--- src/design/gpad_pkg.sv ---
// gpad_pkg: shared types and constants for the gamepad poll front end.
// No dependencies; used by the top level and its checker.
package gpad_pkg;

	localparam int AXIS_COUNT = 6;
	localparam int QUOT_BITS  = 15;
	localparam int S_TDATA_W  = 96;
	localparam int M_TDATA_W  = 152;

	// Configuration register indexes
	localparam logic [1:0] CFG_TRIG_THR = 2'd0;
	localparam logic [1:0] CFG_LEFT_DZ  = 2'd1;
	localparam logic [1:0] CFG_RIGHT_DZ = 2'd2;

	localparam logic [7:0]  TRIG_THR_RST = 8'd30;
	localparam logic [14:0] LEFT_DZ_RST  = 15'd7849;
	localparam logic [14:0] RIGHT_DZ_RST = 15'd8689;

	// Full scale of the raw readings
	localparam logic [14:0] TRIG_FULL  = 15'd255;
	localparam logic [14:0] STICK_FULL = 15'd32767;

	// 1.0 in the output fixed point format
	localparam logic [15:0] ONE_FIX = 16'h8000;

	typedef logic signed [16:0] axis_val_t;

endpackage

--- src/design/gamepad_button_edge_and_axis_deadzone.sv ---
// gamepad_button_edge_and_axis_deadzone: top level of the gamepad poll front end.
// Depends on gpad_pkg; one bit-serial restoring divider shared by all six axes.
//
//  channel   | direction | handshake             | payload
//  ----------+-----------+-----------------------+-------------------------------
//  s_*       | in        | s_tvalid / s_tready   | one poll: s_tuser, s_tdata
//  m_*       | out       | m_tvalid / m_tready   | one result: m_tuser, m_tdata
//  cfg_*     | in        | cfg_valid / cfg_ready | register index, write data
//
// A successful poll passes each of the six axes through the engine and then loads
// the output register once it is free: each axis spends a step on the dead band and
// divisor, then the divider (one quotient bit per cycle), then one step to store.
// An axis that needs no division (zero or full scale) skips the divider.
// A failed poll goes straight to the output register, skipping the axis work.
// The result register is separate from the engine: the next poll is taken
// as soon as the engine is free, even while a result beat is stalled.
// Reset (arst_n low) restores register defaults and clears all held state.
// cfg_ready is always high; writes are only legal while the block is idle.
module gamepad_button_edge_and_axis_deadzone #(
	parameter int BUTTON_COUNT = 16
) (
	input  logic                            clk,
	input  logic                            arst_n,
	// poll input
	input  logic                            s_tvalid,
	output logic                            s_tready,
	// bits 0: read_ok
	input  logic                            s_tuser,
	// low to high: button_bits[15:0], left_trigger_raw[7:0],
	// right_trigger_raw[7:0], left_x_raw, left_y_raw, right_x_raw, right_y_raw
	input  logic [gpad_pkg::S_TDATA_W-1:0]  s_tdata,
	// result output
	output logic                            m_tvalid,
	input  logic                            m_tready,
	// bits 0: connected
	output logic                            m_tuser,
	// low to high: button_levels, rising_edges, falling_edges (16 each),
	// left_trigger_value, right_trigger_value (16 each), left_x_value,
	// left_y_value, right_x_value, right_y_value (17 each), 4 zero pad bits
	output logic [gpad_pkg::M_TDATA_W-1:0]  m_tdata,
	// configuration writes
	input  logic                            cfg_valid,
	output logic                            cfg_ready,
	input  logic [1:0]                      cfg_index,
	input  logic [14:0]                     cfg_data
);
	import gpad_pkg::*;

	localparam logic [15:0] BTN_MASK = 16'((17'd1 << BUTTON_COUNT) - 17'd1);

	typedef enum logic [2:0] {
		ST_IDLE,
		ST_SETUP,
		ST_DIV,
		ST_STORE,
		ST_OUT
	} state_t;

	state_t state_q;

	// configuration
	logic [7:0]  trig_thr_q;
	logic [14:0] left_dz_q;
	logic [14:0] right_dz_q;

	// held state
	logic        conn_q;
	logic [15:0] prev_btn_q;
	logic [15:0] rise_q;
	logic [15:0] fall_q;
	axis_val_t   held_q [AXIS_COUNT];

	// axis engine
	logic [15:0] raw_q [AXIS_COUNT];
	logic [2:0]  axis_cnt_q;
	logic [3:0]  bit_cnt_q;
	logic [14:0] rem_q;
	logic [14:0] dvsr_q;
	logic [15:0] quot_q;
	logic        neg_q;

	// output register
	logic                   m_tvalid_q;
	logic                   m_tuser_q;
	logic [M_TDATA_W-1:0]   m_tdata_q;

	logic        in_fire;
	logic        out_free;
	logic [15:0] btn_now;

	// setup stage signals
	logic        is_trig;
	logic [14:0] zone;
	logic [14:0] full;
	logic [15:0] raw;
	logic        neg;
	logic [15:0] mag;
	logic [15:0] num;
	logic [14:0] dvsr;

	// divider step
	logic [15:0] rem_x2;
	logic        rem_ge;
	logic [14:0] rem_nxt;

	axis_val_t   axis_res;

	assign s_tready  = (state_q == ST_IDLE);
	assign in_fire   = s_tvalid && s_tready;
	assign out_free  = !m_tvalid_q || m_tready;
	assign cfg_ready = 1'b1;
	assign btn_now   = s_tdata[15:0] & BTN_MASK;

	assign m_tvalid = m_tvalid_q;
	assign m_tuser  = m_tuser_q;
	assign m_tdata  = m_tdata_q;

	// Dead band and divisor for the axis at the head of the raw shift line.
	// Axes 0-1 are triggers, 2-3 left stick, 4-5 right stick.
	always_comb begin
		is_trig = (axis_cnt_q < 3'd2);
		if (is_trig) begin
			zone = {7'd0, trig_thr_q};
			full = TRIG_FULL;
		end else if (axis_cnt_q < 3'd4) begin
			zone = left_dz_q;
			full = STICK_FULL;
		end else begin
			zone = right_dz_q;
			full = STICK_FULL;
		end
		raw = raw_q[0];
		neg = !is_trig && raw[15];
		// -32768 maps to a magnitude of 32768
		mag = neg ? 16'(17'h10000 - {1'b0, raw}) : raw;
		num = (mag > {1'b0, zone}) ? (mag - {1'b0, zone}) : 16'd0;
		dvsr = (full > zone) ? (full - zone) : 15'd0;
	end

	// One restoring step: remainder stays below the divisor
	always_comb begin
		rem_x2  = {rem_q, 1'b0};
		rem_ge  = (rem_x2 >= {1'b0, dvsr_q});
		rem_nxt = rem_ge ? 15'(rem_x2 - {1'b0, dvsr_q}) : rem_x2[14:0];
	end

	assign axis_res = neg_q ? axis_val_t'(17'd0 - {1'b0, quot_q})
	                        : axis_val_t'({1'b0, quot_q});

	// configuration registers
	always_ff @(posedge clk or negedge arst_n) begin
		if (!arst_n) begin
			trig_thr_q <= TRIG_THR_RST;
			left_dz_q  <= LEFT_DZ_RST;
			right_dz_q <= RIGHT_DZ_RST;
		end else if (cfg_valid && cfg_ready) begin
			case (cfg_index)
				CFG_TRIG_THR: trig_thr_q <= cfg_data[7:0];
				CFG_LEFT_DZ:  left_dz_q  <= cfg_data;
				CFG_RIGHT_DZ: right_dz_q <= cfg_data;
				default: ;
			endcase
		end
	end

	// engine datapath (no reset needed)
	always_ff @(posedge clk) begin
		case (state_q)
			ST_IDLE: begin
				if (in_fire) begin
					raw_q[0] <= {8'd0, s_tdata[23:16]};
					raw_q[1] <= {8'd0, s_tdata[31:24]};
					raw_q[2] <= s_tdata[47:32];
					raw_q[3] <= s_tdata[63:48];
					raw_q[4] <= s_tdata[79:64];
					raw_q[5] <= s_tdata[95:80];
				end
			end
			ST_SETUP: begin
				neg_q  <= neg;
				dvsr_q <= dvsr;
				rem_q  <= num[14:0];
				if (num == 16'd0) begin
					quot_q <= 16'd0;
				end else if (num >= {1'b0, dvsr}) begin
					// at or past full scale, including a zero divisor
					quot_q <= ONE_FIX;
				end else begin
					quot_q <= 16'd0;
				end
			end
			ST_DIV: begin
				rem_q  <= rem_nxt;
				quot_q <= {quot_q[14:0], rem_ge};
			end
			ST_STORE: begin
				for (int i = 0; i < AXIS_COUNT - 1; i++) begin
					raw_q[i] <= raw_q[i+1];
				end
				raw_q[AXIS_COUNT-1] <= raw_q[0];
			end
			default: ;
		endcase
	end

	// control, held state and output register
	always_ff @(posedge clk or negedge arst_n) begin
		if (!arst_n) begin
			state_q    <= ST_IDLE;
			axis_cnt_q <= '0;
			bit_cnt_q  <= '0;
			conn_q     <= 1'b0;
			prev_btn_q <= '0;
			rise_q     <= '0;
			fall_q     <= '0;
			for (int i = 0; i < AXIS_COUNT; i++) begin
				held_q[i] <= '0;
			end
			m_tvalid_q <= 1'b0;
			m_tuser_q  <= 1'b0;
			m_tdata_q  <= '0;
		end else begin
			// ST_OUT reloads the register itself whenever the beat leaves
			if (m_tvalid_q && m_tready && state_q != ST_OUT) begin
				m_tvalid_q <= 1'b0;
			end
			case (state_q)
				ST_IDLE: begin
					if (in_fire) begin
						axis_cnt_q <= '0;
						if (s_tuser) begin
							conn_q     <= 1'b1;
							rise_q     <= (btn_now ^ prev_btn_q) & btn_now;
							fall_q     <= (btn_now ^ prev_btn_q) & prev_btn_q;
							prev_btn_q <= btn_now;
							state_q    <= ST_SETUP;
						end else begin
							conn_q  <= 1'b0;
							state_q <= ST_OUT;
						end
					end
				end
				ST_SETUP: begin
					bit_cnt_q <= '0;
					if (num != 16'd0 && num < {1'b0, dvsr}) begin
						state_q <= ST_DIV;
					end else begin
						state_q <= ST_STORE;
					end
				end
				ST_DIV: begin
					bit_cnt_q <= bit_cnt_q + 4'd1;
					if (bit_cnt_q == 4'(QUOT_BITS - 1)) begin
						state_q <= ST_STORE;
					end
				end
				ST_STORE: begin
					for (int i = 0; i < AXIS_COUNT - 1; i++) begin
						held_q[i] <= held_q[i+1];
					end
					held_q[AXIS_COUNT-1] <= axis_res;
					axis_cnt_q <= axis_cnt_q + 3'd1;
					if (axis_cnt_q == 3'(AXIS_COUNT - 1)) begin
						state_q <= ST_OUT;
					end else begin
						state_q <= ST_SETUP;
					end
				end
				ST_OUT: begin
					if (out_free) begin
						m_tvalid_q <= 1'b1;
						m_tuser_q  <= conn_q;
						m_tdata_q  <= {4'd0, held_q[5], held_q[4], held_q[3], held_q[2],
						               held_q[1][15:0], held_q[0][15:0],
						               fall_q, rise_q, prev_btn_q};
						state_q    <= ST_IDLE;
					end
				end
				default: state_q <= ST_IDLE;
			endcase
		end
	end

endmodule

--- config.mk ---
export PLATFORM = sky130hd
export DESIGN_NAME = gamepad_button_edge_and_axis_deadzone
export DESIGN_NICKNAME = d
export VERILOG_FILES = /design/src/design/gpad_pkg.sv /design/src/design/gamepad_button_edge_and_axis_deadzone.sv
export SDC_FILE = /design/constraint.sdc
export NUM_CORES = 1
export LEC_CHECK = 0
export BUFFER_PORTS_ARGS = -buffer_cell sky130_fd_sc_hd__buf_2
export CAP_MARGIN = 20
export CORE_MARGIN = 8
export CORE_UTILIZATION = 34
export DETAILED_ROUTE_END_ITERATION = 10
export GPL_ROUTABILITY_DRIVEN = 0
export PLACE_DENSITY_LB_ADDON = 0.1
export SYNTH_ARGS = -nofsm -noshare
export SYNTH_HDL_FRONTEND = slang
export SYNTH_SLANG_ARGS = --single-unit
export TNS_END_PERCENT = 1
--- constraint.sdc ---
create_clock -name clk -period 7.1 [get_ports clk]
set_input_delay 0.71 -clock clk [delete_from_list [all_inputs] [get_ports clk]]
set_output_delay 0.71 -clock clk [all_outputs]
set_load 0.005 [all_outputs]
==> impl_results.md <==
- Outcome: completed
- Fmax: 171 MHz
- Leak pwr: 12.6 nW
- Unrepaired setup endpoints after global routing: no
- Final max-slew violation count: 0
- IO Count: 275
- Final setup vio count: 0
- Power Dens Cells: 520 mW/mm^2
- Core Area: 0.0643 mm^2
- Synth area leaders: dfrtp_1, edfxtp_1, mux2_2, nand2_1, ha_1
- Total Routing Usage GR: 0.149
- Clk sinks: 490
- Setup Fix Bufs, Post-CTS: 0
- Fin worst setup slack: 1.25 ns
- Maxcap violations: 0
- DR vias: 15100
- Worst Path Required: 7.56 ns
- Critical-path maximum fanout: 13
- Chip Height: 271 um
- Mean Syn Cell Area: 11.1 um^2
- Post-synthesis sequential element count: 490
- Clock tree from TritonCTS: yes
- WL final: 55.7 mm
- Clock root buffer: clkbuf_16
- Post-synth top area cell: dfrtp_1
- Die area: 0.0733 mm^2
- CTS buffer count: 55
- Final hold vios: 0
- Count of warnings emitted by yosys: 0
- First-pass GRT wire length: 88.8 mm
- Post-route DRC: 0
- H-tree Lvls: 2
- Post-route minimum period: 5.85 ns
- CTS max path bufs: 3
- DR pass1 iterations: 5
- Worst Setup Slack post-DPL: 1.40 ns
- Layout area overhead: 18.7%
- Post-DR wirelength/cell: 17.8 um
- Ratio of final minimum period to clock period: 0.823
- Number of port buffers: 269
- Initial antenna violation count: 0
- Most common cell after layout, fill and taps aside: nand2_1
- WP data arrival: 6.31 ns
- Most frequent cells in the layout: nand2_1, dfrtp_1, buf_2
- Worst VDD drop: 0.000263 V
- Vias per Instance: 4.82
- Finished Core Util: 0.407
- Vias in the first global route: 15700
- DR iter-0 viols: 835
- Nature of the critical path startpoint: register
- Grt ovf: 0
- Skew-Pair Late Insertion Delay: 0.62 ns
- Resize count post-CTS: 0
- Hold WC Path Type: input port to async pin
- Die Span X: 271 um
- Starting Density: 0.343
- Max_slew headroom: 0.360
- Crit path capture type: register
- DRT antenna net count: 0
- Hold-fix buffers, CTS: 0
- Layout cells sized above 1: 0.267
- Synth cell types: 71
- Syn Inst Count: 1993
- Seq/Total Area, Yosys: 0.590
- Synth Flop Type: dfrtp_1
- Synth top area share: 0.372
- Num rows: 93
- Non-filler cells, final: 3135
- Mapped Area: 0.0220 mm^2
- Worst-path clk slew: 0.06 ns
- Clock Skew: 0.0528 ns
- Nets: 2413
- # diodes: 0
- Final HPWL from detailed placement: 38.4 mm
- EDFF count, synth: 143
- Dpl cells: 3039
- Slew of the pin with the lowest slew margin: 0.960 ns
- Post-synth ARST share: 0.708
- Largest net degree at the start of global routing: 179
- Setup Total Neg Slack: 0 ns
- Kind of critical path: register to register
## synthesized netlist by cell type, drive strengths merged (6+ instances only)
master,number
inv,52
xnor2,23
mux2,204
mux2i,24
o21ai,94
clkbuf,74
edfxtp,143
nor2b,8
buf,20
xor2,23
nand3b,6
a21oi,47
dfrtp,328
nand3,14
nor2,55
o22ai,6
o21a,14
o22a,7
nor3,9
nand2,589
a22oi,7
nand2b,40
nand4,8
or3,10
dfstp,19
and2,36
ha,51
## cell families (layout without fill, tap and decap cells)
logic type,count (synthesis),in the layout,share of synthesized area
AO/OA/AOI/OAI,228,228,0.0653
XOR/XNOR,46,46,0.0183
adder cells (fa/ha/maj),53,53,0.0308
buffers and inverters,147,431,0.0263
flip-flops,490,490,0.590
multiplexers,228,228,0.115
other,2,5,0.000341
AND/OR/NAND/NOR,799,799,0.154
## state kept, by name, summed over array words and instances (netlist names)
name and flops:
axis_cnt_q 3, bit_cnt_q 4, conn_q 1, dvsr_q 15
fall_q 16, held_q 100, left_dz_q 15, m_tdata 148
m_tuser 1, m_tvalid 1, neg_q 1, prev_btn_q 16
quot_q 16, raw_q 96, rem_q 15, right_dz_q 15
rise_q 16, state_q 3, trig_thr_q 8
## metrics by stage
| stage | power [mW] | instance area (um^2) | hold WS, ns |
|---|---|---|---|
| detailed placement | 10.8 | 24300 | 0.460 |
| CTS | 13.8 | 26200 | 0.226 |
| finish | 13.6 | 26200 | 0.201 |
| floorplan | 8.89 | 22100 | 0.414 |
| global route | 14.7 | 26200 | 0.274 |
| global placement | 10.7 | 24300 | 0.455 |
## power by group
group | switching [mW] | total (mW) | internal (mW) | leakage [nW]
combinational | 3.36 | 5.72 | 2.36 | 5.78
sequential | 0.693 | 4.99 | 4.30 | 5.85
clock | 1.17 | 2.92 | 1.75 | 0.938
total | 5.21 | 13.6 | 8.41 | 12.6
## worst max-delay path, cell delays in order (launching register included)
cell	delay (ns)
dfrtp_1	0.61
o21ai_1	0.60
clkinv_1	0.41
o21ai_0	0.20
xnor2_1	0.13
ha_1	0.43
nand3_1	0.19
or4_1	0.61
o22ai_1	0.23
o211ai_1	0.28
and2_1	0.26
ha_1	0.32
a21oi_1	0.14
o22ai_1	0.09
o21a_1	0.17
o21ai_0	0.14
o311ai_0	0.21
or4_1	0.53
o21a_1	0.18
## final timing paths
path	cells past startpoint	start	slack, ns	end
min in group clk	3	s_tdata[32]	0.35	raw_q[0][32]$_DFFE_PP_
max in group asynchronous	2	arst_n	5.33	right_dz_q[12]$_DFFE_PN0P_
min reg2reg	2	held_q[87]$_DFFE_PN0P_	0.47	held_q[87]$_DFFE_PN0P_
min	1	arst_n	0.20	fall_q[5]$_DFFE_PN0P_
max reg2reg	18	axis_cnt_q[1]$_DFFE_PN0P_	1.25	state_q[0]$_DFFE_PN0P_
max	18	axis_cnt_q[1]$_DFFE_PN0P_	1.25	state_q[0]$_DFFE_PN0P_
## layer usage
layer	vias up	global-route usage	wire (um)
li1	7275	-	-
met1	7421	0.191	24300
met2	348	0.252	27200
met3	81	0.0345	3010
met4	0	0.0363	1170
met5	-	0	0
## area by class of cell
cell class | count | area (um^2)
flip-flops and latches | 490 | 13000
clock inverters | 11 | 131
fillers | 6359 | 38200
inverters | 53 | 199
clock buffers | 85 | 1770
repair buffers | 282 | 1490
well taps | 855 | 1070
multi-input cells | 1359 | 8510
Note: power is estimated with default switching activity, not from simulation.
